**src/rtl/rv32i_instruction_decoder_defines.svh**
```systemverilog
// assertion macros for the rv32i instruction decoder
// used by rv32i_instruction_decoder.sv, no other dependencies
`ifndef RV32I_INSTRUCTION_DECODER_DEFINES_SVH
`define RV32I_INSTRUCTION_DECODER_DEFINES_SVH

// property that must hold whenever the block is out of reset
`define RV32ID_ASSERT(lbl, prop, msg) \
  lbl: assert property (@(posedge clk_i) disable iff (!rst_ni) (prop)) else $error(msg);

// antecedent in one cycle implies consequent in the next
`define RV32ID_ASSERT_NEXT(lbl, ante, cons, msg) \
  lbl: assert property (@(posedge clk_i) disable iff (!rst_ni) (ante) |=> (cons)) \
    else $error(msg);

`endif

```
**src/rtl/rv32id_pkg.sv**
```systemverilog
// types and constants of the rv32i instruction decoder
// no dependencies; used by rv32i_instruction_decoder.sv
`timescale 1ns / 1ps

package rv32id_pkg;

  // the halt marker word (addi a0, zero, 255)
  localparam logic [31:0] HaltWord = 32'h0ff00513;

  // funct7 of the alternate forms (sub, sra, srai)
  localparam logic [6:0] F7Base = 7'b0000000;
  localparam logic [6:0] F7Alt  = 7'b0100000;

  // major opcodes
  typedef enum logic [6:0] {
    OpcNull   = 7'b0000000,
    OpcLoad   = 7'b0000011,
    OpcOpImm  = 7'b0010011,
    OpcAuipc  = 7'b0010111,
    OpcStore  = 7'b0100011,
    OpcOp     = 7'b0110011,
    OpcLui    = 7'b0110111,
    OpcBranch = 7'b1100011,
    OpcJalr   = 7'b1100111,
    OpcJal    = 7'b1101111
  } opcode_e;

  // funct3 codes of the alu operations (op and op-imm)
  localparam logic [2:0] F3AddSub = 3'd0;
  localparam logic [2:0] F3Sll    = 3'd1;
  localparam logic [2:0] F3Slt    = 3'd2;
  localparam logic [2:0] F3Sltu   = 3'd3;
  localparam logic [2:0] F3Xor    = 3'd4;
  localparam logic [2:0] F3Srl    = 3'd5;
  localparam logic [2:0] F3Or     = 3'd6;
  localparam logic [2:0] F3And    = 3'd7;

  // funct3 codes of the branches
  localparam logic [2:0] F3Beq  = 3'd0;
  localparam logic [2:0] F3Bne  = 3'd1;
  localparam logic [2:0] F3Blt  = 3'd4;
  localparam logic [2:0] F3Bge  = 3'd5;
  localparam logic [2:0] F3Bltu = 3'd6;
  localparam logic [2:0] F3Bgeu = 3'd7;

  // funct3 codes of the loads and stores
  localparam logic [2:0] F3Byte  = 3'd0;
  localparam logic [2:0] F3Half  = 3'd1;
  localparam logic [2:0] F3Word  = 3'd2;
  localparam logic [2:0] F3ByteU = 3'd4;
  localparam logic [2:0] F3HalfU = 3'd5;

  // decoded instruction kind
  typedef enum logic [5:0] {
    OpNone  = 6'd0,
    OpLui   = 6'd1,  OpAuipc = 6'd2,  OpJal   = 6'd3,  OpJalr  = 6'd4,
    OpBeq   = 6'd5,  OpBne   = 6'd6,  OpBlt   = 6'd7,  OpBge   = 6'd8,
    OpBltu  = 6'd9,  OpBgeu  = 6'd10,
    OpLb    = 6'd11, OpLh    = 6'd12, OpLw    = 6'd13, OpLbu   = 6'd14,
    OpLhu   = 6'd15,
    OpSb    = 6'd16, OpSh    = 6'd17, OpSw    = 6'd18,
    OpAddi  = 6'd19, OpSlli  = 6'd20, OpSlti  = 6'd21, OpSltiu = 6'd22,
    OpXori  = 6'd23, OpSrli  = 6'd24, OpSrai  = 6'd25, OpOri   = 6'd26,
    OpAndi  = 6'd27,
    OpAdd   = 6'd28, OpSub   = 6'd29, OpSll   = 6'd30, OpSlt   = 6'd31,
    OpSltu  = 6'd32, OpXor   = 6'd33, OpSrl   = 6'd34, OpSra   = 6'd35,
    OpOr    = 6'd36, OpAnd   = 6'd37
  } op_kind_e;

  // instruction format class
  typedef enum logic [2:0] {
    FmtR    = 3'd0,
    FmtI    = 3'd1,
    FmtS    = 3'd2,
    FmtB    = 3'd3,
    FmtU    = 3'd4,
    FmtJ    = 3'd5,
    FmtNone = 3'd6
  } format_e;

  // one decoded result
  typedef struct packed {
    op_kind_e    kind;
    format_e     fmt;
    logic [31:0] imm;
    logic [4:0]  rd;
    logic [4:0]  rs1;
    logic [4:0]  rs2;
    logic        no_op;
    logic        halt;
    logic        illegal;
  } dec_result_t;

endpackage

```
**src/rtl/rv32i_instruction_decoder.sv**
```systemverilog
// rv32i instruction decoder: input register, decode logic, result register
// depends on rv32id_pkg and rv32i_instruction_decoder_defines.svh
`timescale 1ns / 1ps

// Decodes one RV32I instruction word per transfer into instruction kind, format
// class, sign-extended immediate, register fields and no-op, halt and illegal
// flags. Throughput is one word per cycle while no stall holds the stages; a
// word passes from the input register through the decode logic into the result
// register. Each stage moves on whenever the stage after it is empty or moving,
// so a new word can be taken while a finished result still waits for the
// consumer. Illegal encodings give kind zero, format none and a zero immediate.

`include "rv32i_instruction_decoder_defines.svh"

module rv32i_instruction_decoder (
  input  logic               clk_i,
  input  logic               rst_ni,
  // instruction channel
  input  logic               in_valid_i,
  output logic               in_stall_o,
  input  logic [31:0]        instr_word_i,
  // result channel
  output logic               out_valid_o,
  input  logic               out_stall_i,
  output logic [5:0]         op_kind_o,
  output logic [2:0]         format_class_o,
  output logic signed [31:0] immediate_o,
  output logic [4:0]         dest_reg_o,
  output logic [4:0]         src_reg_a_o,
  output logic [4:0]         src_reg_b_o,
  output logic               no_op_flag_o,
  output logic               halt_flag_o,
  output logic               illegal_flag_o
);

  logic                     in_valid_q, in_valid_d;
  logic [31:0]              word_q;
  logic                     out_valid_q, out_valid_d;
  rv32id_pkg::dec_result_t  res_q, res_d;
  logic                     out_advance;
  logic                     in_advance;

  // stage handshake
  assign out_advance = !out_valid_q || !out_stall_i;
  assign in_advance  = !in_valid_q || out_advance;
  assign in_stall_o  = !in_advance;

  assign in_valid_d  = in_advance ? in_valid_i : in_valid_q;
  assign out_valid_d = out_advance ? in_valid_q : out_valid_q;

  // valid flags
  always_ff @(posedge clk_i or negedge rst_ni) begin
    if (!rst_ni) begin
      in_valid_q  <= 1'b0;
      out_valid_q <= 1'b0;
    end else begin
      in_valid_q  <= in_valid_d;
      out_valid_q <= out_valid_d;
    end
  end

  // payload registers
  always_ff @(posedge clk_i) begin
    if (in_advance && in_valid_i) begin
      word_q <= instr_word_i;
    end
    if (out_advance && in_valid_q) begin
      res_q <= res_d;
    end
  end

  // decode
  always_comb begin
    logic [2:0]          f3;
    logic [6:0]          f7;
    rv32id_pkg::op_kind_e kind;
    rv32id_pkg::format_e  fmt;
    logic                noop;
    logic                bad;

    f3   = word_q[14:12];
    f7   = word_q[31:25];
    kind = rv32id_pkg::OpNone;
    fmt  = rv32id_pkg::FmtNone;
    noop = 1'b0;

    case (rv32id_pkg::opcode_e'(word_q[6:0]))
      rv32id_pkg::OpcNull: begin
        noop = 1'b1;
      end
      rv32id_pkg::OpcLui: begin
        kind = rv32id_pkg::OpLui;
        fmt  = rv32id_pkg::FmtU;
      end
      rv32id_pkg::OpcAuipc: begin
        kind = rv32id_pkg::OpAuipc;
        fmt  = rv32id_pkg::FmtU;
      end
      rv32id_pkg::OpcJal: begin
        kind = rv32id_pkg::OpJal;
        fmt  = rv32id_pkg::FmtJ;
      end
      rv32id_pkg::OpcJalr: begin
        // funct3 of jalr is not checked
        kind = rv32id_pkg::OpJalr;
        fmt  = rv32id_pkg::FmtI;
      end
      rv32id_pkg::OpcBranch: begin
        fmt = rv32id_pkg::FmtB;
        case (f3)
          rv32id_pkg::F3Beq:  kind = rv32id_pkg::OpBeq;
          rv32id_pkg::F3Bne:  kind = rv32id_pkg::OpBne;
          rv32id_pkg::F3Blt:  kind = rv32id_pkg::OpBlt;
          rv32id_pkg::F3Bge:  kind = rv32id_pkg::OpBge;
          rv32id_pkg::F3Bltu: kind = rv32id_pkg::OpBltu;
          rv32id_pkg::F3Bgeu: kind = rv32id_pkg::OpBgeu;
          default:            kind = rv32id_pkg::OpNone;
        endcase
      end
      rv32id_pkg::OpcLoad: begin
        fmt = rv32id_pkg::FmtI;
        case (f3)
          rv32id_pkg::F3Byte:  kind = rv32id_pkg::OpLb;
          rv32id_pkg::F3Half:  kind = rv32id_pkg::OpLh;
          rv32id_pkg::F3Word:  kind = rv32id_pkg::OpLw;
          rv32id_pkg::F3ByteU: kind = rv32id_pkg::OpLbu;
          rv32id_pkg::F3HalfU: kind = rv32id_pkg::OpLhu;
          default:             kind = rv32id_pkg::OpNone;
        endcase
      end
      rv32id_pkg::OpcStore: begin
        fmt = rv32id_pkg::FmtS;
        case (f3)
          rv32id_pkg::F3Byte: kind = rv32id_pkg::OpSb;
          rv32id_pkg::F3Half: kind = rv32id_pkg::OpSh;
          rv32id_pkg::F3Word: kind = rv32id_pkg::OpSw;
          default:            kind = rv32id_pkg::OpNone;
        endcase
      end
      rv32id_pkg::OpcOpImm: begin
        // funct7 is checked only on the right shifts
        fmt = rv32id_pkg::FmtI;
        case (f3)
          rv32id_pkg::F3AddSub: kind = rv32id_pkg::OpAddi;
          rv32id_pkg::F3Sll:    kind = rv32id_pkg::OpSlli;
          rv32id_pkg::F3Slt:    kind = rv32id_pkg::OpSlti;
          rv32id_pkg::F3Sltu:   kind = rv32id_pkg::OpSltiu;
          rv32id_pkg::F3Xor:    kind = rv32id_pkg::OpXori;
          rv32id_pkg::F3Srl: begin
            if (f7 == rv32id_pkg::F7Base) begin
              kind = rv32id_pkg::OpSrli;
            end else if (f7 == rv32id_pkg::F7Alt) begin
              kind = rv32id_pkg::OpSrai;
            end
          end
          rv32id_pkg::F3Or:     kind = rv32id_pkg::OpOri;
          rv32id_pkg::F3And:    kind = rv32id_pkg::OpAndi;
          default:              kind = rv32id_pkg::OpNone;
        endcase
      end
      rv32id_pkg::OpcOp: begin
        // funct7 is checked only on add/sub and the right shifts
        fmt = rv32id_pkg::FmtR;
        case (f3)
          rv32id_pkg::F3AddSub: begin
            if (f7 == rv32id_pkg::F7Base) begin
              kind = rv32id_pkg::OpAdd;
            end else if (f7 == rv32id_pkg::F7Alt) begin
              kind = rv32id_pkg::OpSub;
            end
          end
          rv32id_pkg::F3Sll:  kind = rv32id_pkg::OpSll;
          rv32id_pkg::F3Slt:  kind = rv32id_pkg::OpSlt;
          rv32id_pkg::F3Sltu: kind = rv32id_pkg::OpSltu;
          rv32id_pkg::F3Xor:  kind = rv32id_pkg::OpXor;
          rv32id_pkg::F3Srl: begin
            if (f7 == rv32id_pkg::F7Base) begin
              kind = rv32id_pkg::OpSrl;
            end else if (f7 == rv32id_pkg::F7Alt) begin
              kind = rv32id_pkg::OpSra;
            end
          end
          rv32id_pkg::F3Or:   kind = rv32id_pkg::OpOr;
          rv32id_pkg::F3And:  kind = rv32id_pkg::OpAnd;
          default:            kind = rv32id_pkg::OpNone;
        endcase
      end
      default: begin
        kind = rv32id_pkg::OpNone;
      end
    endcase

    // anything that is not a no-op and found no kind is illegal
    bad = !noop && (kind == rv32id_pkg::OpNone);
    if (bad) begin
      fmt = rv32id_pkg::FmtNone;
    end

    res_d.kind    = kind;
    res_d.fmt     = fmt;
    res_d.rd      = word_q[11:7];
    res_d.rs1     = word_q[19:15];
    res_d.rs2     = word_q[24:20];
    res_d.no_op   = noop;
    res_d.halt    = (word_q == rv32id_pkg::HaltWord);
    res_d.illegal = bad;

    // immediate assembly per format
    case (fmt)
      rv32id_pkg::FmtI: res_d.imm = {{20{word_q[31]}}, word_q[31:20]};
      rv32id_pkg::FmtS: res_d.imm = {{20{word_q[31]}}, word_q[31:25], word_q[11:7]};
      rv32id_pkg::FmtB: res_d.imm = {{19{word_q[31]}}, word_q[31], word_q[7],
                                     word_q[30:25], word_q[11:8], 1'b0};
      rv32id_pkg::FmtU: res_d.imm = {word_q[31:12], 12'h000};
      rv32id_pkg::FmtJ: res_d.imm = {{11{word_q[31]}}, word_q[31], word_q[19:12],
                                     word_q[20], word_q[30:21], 1'b0};
      default:          res_d.imm = 32'h0000_0000;
    endcase
  end

  // result ports
  assign out_valid_o    = out_valid_q;
  assign op_kind_o      = res_q.kind;
  assign format_class_o = res_q.fmt;
  assign immediate_o    = signed'(res_q.imm);
  assign dest_reg_o     = res_q.rd;
  assign src_reg_a_o    = res_q.rs1;
  assign src_reg_b_o    = res_q.rs2;
  assign no_op_flag_o   = res_q.no_op;
  assign halt_flag_o    = res_q.halt;
  assign illegal_flag_o = res_q.illegal;

  // checks
  `RV32ID_ASSERT(a_illegal_clean,
    !(out_valid_o && illegal_flag_o) || (op_kind_o == rv32id_pkg::OpNone &&
    format_class_o == rv32id_pkg::FmtNone && immediate_o == 32'sd0 && !no_op_flag_o),
    "illegal result carries a kind, format or immediate")
  `RV32ID_ASSERT(a_no_imm_r_type,
    !(out_valid_o && (format_class_o == rv32id_pkg::FmtR ||
    format_class_o == rv32id_pkg::FmtNone)) || immediate_o == 32'sd0,
    "immediate not zero for r type or no format")
  `RV32ID_ASSERT_NEXT(a_accept_reaches_stage,
    in_valid_i && !in_stall_o, in_valid_q,
    "accepted word did not reach the input register")

endmodule

```
**config.mk**
```make
export PLATFORM = sky130hd
export DESIGN_NAME = rv32i_instruction_decoder
export DESIGN_NICKNAME = d
export VERILOG_FILES = /design/src/rtl/rv32id_pkg.sv /design/src/rtl/rv32i_instruction_decoder.sv
export VERILOG_INCLUDE_DIRS = /design/src /design/src/rtl
export SDC_FILE = /design/constraint.sdc
export NUM_CORES = 1
export LEC_CHECK = 0
export ABC_CLOCK_PERIOD_IN_PS = 6450
export BUFFER_PORTS_ARGS = -buffer_cell sky130_fd_sc_hd__buf_2
export CORE_AREA = 3 3 90 92
export CTS_BUF_LIST = sky130_fd_sc_hd__clkbuf_8
export DETAILED_ROUTE_END_ITERATION = 10
export DIE_AREA = 0 0 93 95
export GPL_TIMING_DRIVEN = 1
export HOLD_SLACK_MARGIN = 0.03
export PLACE_DENSITY_LB_ADDON = 0.12
export SLEW_MARGIN = 20
export SYNTH_ARGS = -nofsm -noshare
export SYNTH_HDL_FRONTEND = slang
export SYNTH_SLANG_ARGS = --single-unit
```
**constraint.sdc**
```tcl
create_clock -name clk_i -period 6.45 [get_ports clk_i]
set_input_delay 0.645 -clock clk_i [delete_from_list [all_inputs] [get_ports clk_i]]
set_output_delay 0.645 -clock clk_i [all_outputs]
set_load 0.01 [all_outputs]
```
# Word-level counts from Yosys, hierarchy flattened
# Index checks and enable logic that the tools add are counted.
# totals
register_bits,93
wordCells,67
# classes
n_mux,16
reduce_logical,16
n_eq_ne,23
# ops
cell,count
32-bit one-hot mux with 5 select lines,1
6-bit one-hot mux with 8 select lines,2
6-bit one-hot mux with 9 select lines,1
"32-bit by 28-bit equality test with 1-bit output, second input constant",1
"7-bit by 6-bit equality test with 1-bit output, second input constant",4
4-bit one-hot mux with 6 select lines,1
"7-bit equality test, second input constant",3
5-bit 2-to-1 mux,4
4-bit one-hot mux with 5 select lines,1
"3-bit equality test, second input constant",6
3-bit one-hot mux with 6 select lines,1
5-bit one-hot mux with 3 select lines,1
"7-bit by 5-bit equality test with 1-bit output, second input constant",2
7-bit zero test,2
"3-bit by 2-bit equality test with 1-bit output, second input constant",4
6-bit 2-to-1 mux,2
"7-bit by 2-bit equality test with 1-bit output, second input constant",1
"3-bit by 1-bit equality test with 1-bit output, second input constant",2
6-bit zero test,1
1-bit zero test,5
1-bit logical AND,3
3-bit zero test,1
3-bit 2-to-1 mux,1
3-bit OR reduction,1
3 further kinds,4

# Depth between registers and ports, before layout
# Gate-level depths: netlist (run 1).
# logic_depth
word_depth,10
mapped_depth,10
depth_no_buf,8

# Worst setup path before layout (run 1)
# Ideal clock, no wire load.
# synth_timing
path_type,input -> register
from,input out_stall_i
to,"register res_q (netlist bit dest_reg_o[0]), enable pin"
slack_ns,0.929
path_stages,1
arrival_time_ns,4.956
required_ns,5.885
setup_time_ns,0.565
path_buffers,0
cell_sequence,a21boi_0
# synth_between
elab_chain_cells,3
# synth_lines
element,line_no,rtl
start: declaration,rv32i_instruction_decoder.sv:24,"input logic out_stall_i,"
1-bit zero test,rv32i_instruction_decoder.sv:44,assign out_advance = !out_valid_q || !out_stall_i;
1-bit logical OR,rv32i_instruction_decoder.sv:44,
1-bit logical AND,rv32i_instruction_decoder.sv:67,if (out_advance && in_valid_q) begin
end signal: assignment,rv32i_instruction_decoder.sv:68,res_q <= res_d;
end: declaration,rv32i_instruction_decoder.sv:39,"rv32id_pkg::dec_result_t res_q, res_d;"
# No other way between the ends.
# A chain may end at the register's enable or synchronous reset.

==> results.tsv, run 1 <==
stage	metric	value	unit
yosys	Synth area leaders	edfxtp_1 67%, a21o_2 2.4%, a21o_1 2.0%	
floorplan	Die Ht	95	µm
global_route	Global Route Usage Sum	20.7	%
setup_path	worst path required time	6670	ps
sta	worst slew pin tran	828	ps
power_and_ir_drop	P_leak	1.94	nW
global_route	initial antenna violation count	0	
yosys	Avg Inst Size Synth	14.2	µm²
cts	TritonCTS clock tree	done	
sta	count of final max-slew check failures	0	
yosys	number of synthesized flops with an enable pin	91	
cts	root buf cell	clkbuf_8	
detailed_routing	initial drt markers	256	
yosys	Ys Warns	0	
floorplan	num rows	31	
yosys	Yosys reg bits	93	
detailed_routing	Vias	2788	
power_and_ir_drop	Pwr Total	1.23	mW
setup_path	Setup crit start kind	flop	
final_layout	Nets	415	
sta	RSZ-0062 raised after global routing	false	
yosys	Post-synth top flop	edfxtp_1	
yosys	post-synthesis cell type count	63	
detailed_routing	DR DRC count	0	
global_route	largest net degree at the start of global routing	45	
setup_path	flop2flop setup slack	3480	ps
flow_run	MaxCap Viol Count	0	
power_and_ir_drop	Max VDD drop	163	µV
yosys	post-synth top area share	67.2	%
setup_path	Worst Setup Path Type	reg -> reg	
sta	slew margin rel.	44.3	%
floorplan	Initial Util	55.7	%
sta	Clock Skew	7.76	ps
cts	Worst-path clk slew	90	ps
floorplan	core footprint	7290	µm²
global_route	total grt overflow	0	
min_path	Hold WC Path Type	in -> async	
detailed_routing	vias per inst	5.78	
setup_path	Crit. Startpoint	word_q[3]	
placed_design	routability cong.	0.939	
cts	post-CTS setup buffers	0	
status	outcome	finished clean	
sta	Max Clock Freq	337	MHz
final_layout	Syn-to-layout area delta	17.5	%
setup_path	CP endpoint	immediate_o[26]	
sta	fin crit period	2970	ps
detailed_routing	Final ANT Viol Nets	0	
cts	worst-case clock buffer depth	2	
sta	crit share post-route	46.0	%
setup_path	reg2reg end	immediate_o[26]	
final_layout	n_diodes	0	
detailed_routing	final wirelength	8960	µm
setup_path	Reg-to-Reg Start	word_q[3]	
detailed_routing	Routed WL per cell	18.6	µm
placed_design	detailed placement HPWL	6260	µm
cts	Clock Latency Late Sink	350	ps
yosys	cell area after synthesis	4060	µm²
sta	count of final setup violators	0	
detailed_routing	Pre-Repair DR Iteration Count	5	
cts	post-cts resize count	0	
cts	CTS H-tree depth	3	
setup_path	crit path capture type	flop	
placed_design	IO buf count	96	
yosys	register area share after synthesis	68.5	%
cts	# clock sinks	93	
floorplan	total I/O pin count	97	
floorplan	Chip Width	93	µm
final_layout	Final Core Density	65.5	%
setup_path	WP data arrival	3190	ps
floorplan	die area	8840	µm²
global_route	vias in the first global route	2600	
setup_path	Reg2Reg Depth	7	
setup_path	worst-path fanout max	11	
power_and_ir_drop	Power Dens Cells	258	nW/µm²
sta	setup_tns	0	ps
yosys	post-synth top area cell	edfxtp_1	
yosys	asr flop ratio synth	2.15	%
yosys	Mapped Nets	322	
yosys	Cells after Synth	286	
final_layout	fraction of layout cells with a size suffix above 1	37.9	%
global_route	first-pass GRT wire length	13600	µm
cts	cts bufs inserted	9	
sta	final hold violations	0	
cts	cts-stage hold buffer count	0	
-- state kept, by name, summed over array words and instances, names as in the netlist, 3 cells and up --
register and flops:
dest_reg_o 5, format_class_o 3, src_reg_b_o 5, op_kind_o 6, immediate_o 32, src_reg_a_o 5
word_q 32
-- cell type report --
class / count / area (µm²)
tap: 99 / 124
multi-input combinational: 171 / 1150
clock buffer: 9 / 124
sequential: 93 / 2780
fill: 564 / 2520
clock inverter: 6 / 68.8
timing repair buffer: 98 / 495
inverter: 6 / 25.0
-- critical path, stage by stage (launching register included) --
cell and delay (ps):
edfxtp_1 530, nand4bb_1 520, nor3b_1 720, a32oi_1 120, nand3_1 180, nor4_4 90
a21oi_2 520, a21o_2 170
-- report_power, final --
group | internal (mW) | leakage (nW) | switching, mW
clock network | 0.181 | 0.0965 | 0.202
logic | 0.0430 | 0.936 | 0.0665
registers | 0.709 | 0.908 | 0.0329
-- synthesized netlist by cell type, types with 5 or more instances --
cell	number
a21o_1	11
a21o_2	11
a21oi_1	14
a22oi_1	5
and3_1	7
buf_2	5
buf_6	5
edfxtp_1	91
inv_1	5
nand2_1	12
nand3_1	6
nand4_1	5
nor2_1	17
nor3_1	9
o21ai_0	12
-- per-stage QoR --
step           cells  worst slack [ps]  area [µm²]  hold slack, ps
5_1_grt          482              3210        4770            42.9
2_1_floorplan    286               929        4060             349
3_5_place_dp     467              3530        4580             436
3_3_place_gp     467              3610        4580             431
6_report         482              3480        4770            67.1
4_1_cts          482              3520        4770            53.2
-- placed cells by master (no fill, tap or decap), types with 5 or more instances in the layout --
| master | instances |
|---|---|
| a21o_2 | 11 |
| nor2_1 | 17 |
| a21oi_1 | 14 |
| edfxtp_1 | 91 |
| inv_1 | 5 |
| a21o_1 | 11 |
| and3_1 | 7 |
| clkbuf_8 | 9 |
| nand2_1 | 12 |
| o21ai_0 | 12 |
| nand4_1 | 5 |
| nand3_1 | 6 |
| a22oi_1 | 5 |
| buf_2 | 96 |
| nor3_1 | 9 |
-- routing by layer --
layer	share of wire (%)	track usage (%)	routed length, µm	vias up
met1	43	28.3	3880	1310
li1	-	-	-	1306
met3	7.7	5.34	694	25
met2	46	31.1	4100	147
met4	3.1	10.1	280	0
met5	0	0	0	-
-- how the worst min path moves through the flow --
stage | from | end | slack [ps] | depth (start not counted)
2_1_floorplan | rst_ni | in_valid_q | 350 | 0
3_3_place_gp | rst_ni | out_valid_o | 430 | 1
3_5_place_dp | rst_ni | in_valid_q | 440 | 1
4_1_cts | rst_ni | in_valid_q | 50 | 1
5_1_grt | rst_ni | in_valid_q | 40 | 1
6_report | rst_ni | in_valid_q | 70 | 1
-- cell families after synthesis --
logic type	synth area share, %
AO/OA/AOI/OAI	12.9
AND/OR/NAND/NOR	14.0
buffers and inverters	3.39
flip-flops	68.5
XOR/XNOR	0.431
multiplexers	0.800
Note: power is estimated with default switching activity, not from simulation.
==> run 2: changes to the inputs <==
--- a/config.mk
+++ b/config.mk
@@ -6,12 +6,12 @@
 export SDC_FILE = /design/constraint.sdc
 export NUM_CORES = 1
 export LEC_CHECK = 0
-export ABC_CLOCK_PERIOD_IN_PS = 6450
+export ABC_CLOCK_PERIOD_IN_PS = 2700
 export BUFFER_PORTS_ARGS = -buffer_cell sky130_fd_sc_hd__buf_2
-export CORE_AREA = 3 3 90 92
+export CORE_AREA = 3 3 95 97
 export CTS_BUF_LIST = sky130_fd_sc_hd__clkbuf_8
 export DETAILED_ROUTE_END_ITERATION = 10
-export DIE_AREA = 0 0 93 95
+export DIE_AREA = 0 0 98 100
 export GPL_TIMING_DRIVEN = 1
 export HOLD_SLACK_MARGIN = 0.03
 export PLACE_DENSITY_LB_ADDON = 0.12
==> constraint.sdc (replaced) <==
create_clock -name clk_i -period 2.7 [get_ports clk_i]
set_input_delay 0.27 -clock clk_i [delete_from_list [all_inputs] [get_ports clk_i]]
set_output_delay 0.27 -clock clk_i [all_outputs]
set_load 0.01 [all_outputs]
==> run 2 against run 1 <==
Count of clock-buffer cells in the layout did not move. Setup slack got worse by 3400 ps. Sequential share of layout area fell by 2.8 points. Register-to-register slack got worse by 3400 ps. Clock power rose by 150%. Sequential cell count did not move. Critical path depth rose by 2. Global-route usage fell by 1.3 points. Sequential power rose by 130%. Clock skew rose by 6.8 ps. Cell area rose by 5.0%. Die area rose by 11%. Critical path type unchanged. Critical endpoint is now immediate_o[0]. Largest power group unchanged. Highest routed layer unchanged.
==> results.tsv, run 2 (synthesis gave the netlist of run 1 again) <==
stage	metric	value	unit
sta	Max Clock Freq	385	MHz
sta	final hold violations	0	
sta	count of final setup violators	0	
floorplan	core footprint	8220	µm²
detailed_routing	DR WL met3	840	µm
status	outcome	finished clean	
cts	Clock Latency Late Sink	360	ps
final_layout	Nets	444	
flow_run	MaxCap Viol Count	0	
sta	worst slew pin tran	723	ps
final_layout	most frequent cells in the layout	96 x buf_2, 91 x edfxtp_1, 30 x buf_4, 17 x nor2_1, 14 x a21oi_1	
detailed_routing	top sig layer	met4	
setup_path	worst path required time	2800	ps
power_and_ir_drop	Max VDD drop	346	µV
placed_design	detailed placement HPWL	6660	µm
cts	TritonCTS clock tree	done	
detailed_routing	vias per inst	5.64	
detailed_routing	Pre-Repair DR Iteration Count	5	
setup_path	Worst Setup Path Type	reg -> reg	
detailed_routing	final wirelength	9430	µm
detailed_routing	Vias	2916	
final_layout	Syn-to-layout area delta	23.3	%
power_and_ir_drop	Power Dens Cells	603	nW/µm²
sta	Clock Skew	14.6	ps
setup_path	Setup crit start kind	flop	
sta	Hold WS	71.7	ps
cts	worst-case clock buffer depth	2	
setup_path	worst-path fanout max	10	
detailed_routing	Final ANT Viol Nets	0	
sta	slack of the critical path	104	ps
final_layout	n_diodes	0	
global_route	Global Route Usage Sum	19.5	%
sta	crit share post-route	96.2	%
cts	cts bufs inserted	9	
global_route	initial antenna violation count	0	
final_layout	commonest non-fill, non-tap cell in the layout	buf_2	
detailed_routing	Routed WL per cell	18.2	µm
cts	CTS H-tree depth	3	
detailed_routing	Metal-1 WL	4150	µm
cts	root buf cell	clkbuf_8	
sta	slew margin rel.	51.8	%
detailed_routing	initial drt markers	364	
floorplan	Initial Util	49.5	%
final_layout	fraction of layout cells with a size suffix above 1	42.0	%
setup_path	WP data arrival	2700	ps
detailed_routing	met2 routed WL	4240	µm
sta	count of final max-slew check failures	0	
floorplan	die area	9800	µm²
global_route	first-pass GRT wire length	14700	µm
floorplan	Die Ht	100	µm
global_route	vias in the first global route	2825	
global_route	largest net degree at the start of global routing	59	
power_and_ir_drop	P_leak	2.08	nW
power_and_ir_drop	Pwr Total	3.02	mW
floorplan	num rows	33	
floorplan	total I/O pin count	97	
min_path	Hold WC Path Type	in -> reg	
placed_design	Placement Setup Slack	110	ps
final_layout	Final Core Density	61.0	%
floorplan	Chip Width	98	µm
setup_path	crit path capture type	flop	
cts	# clock sinks	93	
cts	Worst-path clk slew	100	ps
detailed_routing	DR DRC count	0	
placed_design	IO buf count	96	
placed_design	routability cong.	0.949	
global_route	total grt overflow	0	
sta	fin crit period	2600	ps
## run 2: critical path, cell delays in order, from the launching register on
cell and delay [ps]:
edfxtp_1 570, buf_4 190, a21oi_1 50, o21ai_0 140
a211oi_1 60, or4_4 570, nor3_4 340, nand2_4 170
inv_4 140, o21ai_0 100
## run 2: repair_timing
item | 4_1_cts | 5_1_grt
hold buffers | 1 | 0
endpoints found under the setup margin | 0 | 22
setup buffers | 0 | 3
hold endpoints to repair | 2 | 0
gates resized for setup | 0 | 1
## run 2: power by group
group | switching (mW) | leakage, nW | internal [mW]
registers | 0.0507 | 0.908 | 1.69
clock network | 0.522 | 0.0980 | 0.435
logic | 0.193 | 1.08 | 0.129
## run 2: metrics by stage
stage,TNS (ps),instances,cell area (µm²)
after global placement,0,498,4780
after floorplan,0,286,4070
after CTS,0,514,4980
after detailed placement,0,498,4780
final,0,517,5010
after global routing,-2.69,517,5010
## run 2: layout make-up
class | instances | area (µm²)
fill | 638 | 3200
sequential | 93 | 2780
multi-input combinational | 171 | 1160
timing repair buffer | 127 | 716
tap | 105 | 131
clock buffer | 9 | 124
clock inverter | 6 | 71.3
inverter | 6 | 25.0
## run 2: path summary, 6_finish.rpt
kind	startpoint	end	slack, ps	cells past startpoint
worst min-delay path	instr_word_i[6]	word_q[6]	70	1
worst min register to register	word_q[10]	dest_reg_o[3]	480	0
max in group asynchronous	rst_ni	out_valid_o	2380	2
worst max register to register	word_q[13]	immediate_o[0]	100	9
min in group asynchronous	rst_ni	in_valid_q	230	2
worst max-delay path	word_q[13]	immediate_o[0]	100	9
## run 2: metal layers
layer	GRT usage (%)	vias to the layer above
met1	27.8	1374
met2	28.6	164
li1	-	1358
met5	0	-
met4	7.35	0
met3	5.42	20
==> run 3: changes to the inputs <==
--- a/config.mk
+++ b/config.mk
@@ -8,10 +8,10 @@
 export LEC_CHECK = 0
 export ABC_CLOCK_PERIOD_IN_PS = 2700
 export BUFFER_PORTS_ARGS = -buffer_cell sky130_fd_sc_hd__buf_2
-export CORE_AREA = 3 3 95 97
+export CORE_AREA = 3 3 78 117
 export CTS_BUF_LIST = sky130_fd_sc_hd__clkbuf_8
 export DETAILED_ROUTE_END_ITERATION = 10
-export DIE_AREA = 0 0 98 100
+export DIE_AREA = 0 0 81 120
 export GPL_TIMING_DRIVEN = 1
 export HOLD_SLACK_MARGIN = 0.03
 export PLACE_DENSITY_LB_ADDON = 0.12
==> run 3 against run 2 <==
Count of clock-buffer cells in the layout is the same. Largest power group unchanged. Critical path type unchanged. Sequential cell count is the same. Non-clock buffer count is the same.
==> results.tsv, run 3 (synthesis gave the netlist of run 1 again) <==
stage	metric	value	unit
status	outcome	finished clean	
final_layout	fraction of layout cells with a size suffix above 1	41.6	%
setup_path	Slowest cell on crit path	or4_4	
cts	post-CTS setup buffers	0	
cts	root buf cell	clkbuf_8	
global_route	largest net degree at the start of global routing	60	
min_path	hold path cells	1	
floorplan	Die Ht	120	µm
setup_path	crit path capture type	flop	
min_path	Worst Hold Launch	instr_word_i[5]	
global_route	Global Route Usage Sum	20.4	%
power_and_ir_drop	Power Dens Cells	573	nW/µm²
cts	worst-case clock buffer depth	2	
floorplan	Initial Util	48.9	%
sta	RSZ-0062 raised after global routing	true	
floorplan	core footprint	8310	µm²
setup_path	Setup crit start kind	flop	
power_and_ir_drop	Max VDD drop	305	µV
detailed_routing	Pre-Repair DR Iteration Count	4	
sta	Max Clock Freq	378	MHz
power_and_ir_drop	P_leak	2.08	nW
setup_path	crit path cell chain	nor3_1, a31oi_1, a211oi_1, or4_4, nor3_4, a21oi_2, a21o_1	
final_layout	most frequent cells in the layout	96 x buf_2, 91 x edfxtp_1, 29 x buf_4, 17 x nor2_1, 14 x a21oi_1	
detailed_routing	Vias	2889	
setup_path	Worst Setup Path Type	reg -> reg	
cts	CTS H-tree depth	3	
detailed_routing	vias per inst	5.56	
setup_path	worst-path fanout max	9	
final_layout	Filler Cell Count	691	
power_and_ir_drop	NetSw	0.713	mW
sta	count of final max-slew check failures	0	
sta	count of final setup violators	0	
setup_path	flop2flop setup slack	50	ps
final_layout	Syn-to-layout area delta	23.0	%
final_layout	Nets	444	
sta	fin crit period	2650	ps
setup_path	Crit path max-delay family	simple AND/OR/NAND/NOR gates	
power_and_ir_drop	cell-internal power	2.15	mW
detailed_routing	final wirelength	9390	µm
cts	TritonCTS clock tree	done	
final_layout	n_diodes	0	
sta	final hold violations	0	
cts	Clock Latency Late Sink	360	ps
floorplan	num rows	41	
setup_path	WP data arrival	2760	ps
detailed_routing	initial drt markers	178	
setup_path	peak per-stage delay on the critical path	590	ps
power_and_ir_drop	sequential power share	60.6	%
sta	Clock Skew	9.62	ps
placed_design	detailed placement HPWL	6770	µm
sta	slew margin rel.	49.2	%
detailed_routing	Routed WL per cell	18.1	µm
setup_path	worst path required time	2820	ps
cts	# clock sinks	93	
setup_path	CP bufs+invs	0	
power_and_ir_drop	Pwr Total	2.87	mW
sta	crit share post-route	98.0	%
placed_design	IO buf count	96	
detailed_routing	DR DRC count	0	
power_and_ir_drop	clock power share	28.0	%
placed_design	routability cong.	0.952	
floorplan	total I/O pin count	97	
detailed_routing	Final ANT Viol Nets	0	
placed_design	placed standard-cell area	4810	µm²
cts	Worst-path clk slew	90	ps
power_and_ir_drop	Sw Share	24.9	%
global_route	vias in the first global route	2814	
flow_run	MaxCap Viol Count	0	
setup_path	Reg-to-Reg Start	word_q[25]	
sta	setup_tns	0	ps
cts	cts bufs inserted	9	
floorplan	Chip Width	81	µm
global_route	initial antenna violation count	0	
sta	worst slew pin tran	756	ps
final_layout	commonest non-fill, non-tap cell in the layout	buf_2	
final_layout	Final Core Density	60.1	%
min_path	Hold WC Path Type	in -> reg	
power_and_ir_drop	combinational fraction of design power	11.4	%
min_path	Min-Delay Endpoint	word_q[5]	
setup_path	reg2reg end	immediate_o[17]	
final_layout	final instance area	5000	µm²
global_route	total grt overflow	0	
setup_path	Reg2Reg Depth	7	
global_route	first-pass GRT wire length	14500	µm
floorplan	die area	9720	µm²
==> run 3: worst register-to-register path: stages, from the launching register on <==
cell and delay (ps):
edfxtp_1 440, nor3_1 160, a31oi_1 310, a211oi_1 120, or4_4 590, nor3_4 360
a21oi_2 200, a21o_1 220
==> run 3: final cells by class <==
cell class                 instances  area, µm²  area share (%)
multi-input combinational        171       1160            23.3
inverter                           6       25.0           0.501
clock inverter                     7       42.5           0.851
clock buffer                       9        124            2.48
sequential                        93       2780            55.7
timing repair buffer             127        728            14.6
tap                              107        134            2.68
==> run 3: per-layer routing <==
metal / global-route usage [%] / vias up / routed length [µm]
met4: 10.9 / 0 / 372
met3: 4.80 / 25 / 568
met5: 0 / - / 0
met1: 23.0 / 1374 / 3420
met2: 35.0 / 127 / 5030
li1: - / 1363 / -
==> run 3: power groups by stage <==
stage                     clock network (mW)  registers (mW)  logic (mW)
after CTS                              0.823            1.74       0.329
final                                  0.801            1.74       0.326
after floorplan                            0            1.80       0.143
after detailed placement                   0            1.77       0.325
after global placement                     0            1.77       0.325
after global routing                   0.894            1.75       0.357
==> run 3: metrics by stage <==
stage	setup WS, ps	hold WS (ps)	std cells
after floorplan	92.1	-25.6	286
after CTS	23.9	59.5	520
final	54.4	76.0	520
after detailed placement	45.0	57.9	503
after global routing	-56.0	51.5	520
after global placement	29.2	56.4	503
==> run 3: how the worst max path moves through the flow <==
| stage | from | end | cells after the start |
|---|---|---|---|
| floorplan | out_valid_o | dest_reg_o[0] | 1 |
| global placement | word_q[25] | immediate_o[22] | 7 |
| detailed placement | word_q[6] | immediate_o[30] | 8 |
| CTS | word_q[6] | immediate_o[30] | 8 |
| global route | word_q[6] | immediate_o[17] | 8 |
| finish | word_q[25] | immediate_o[17] | 7 |
==> run 3: timing repair <==
item	CTS	global route
setup endpoints to repair	0	20
hold endpoints to repair	2	0
resized for setup	0	2
hold buffers	1	0
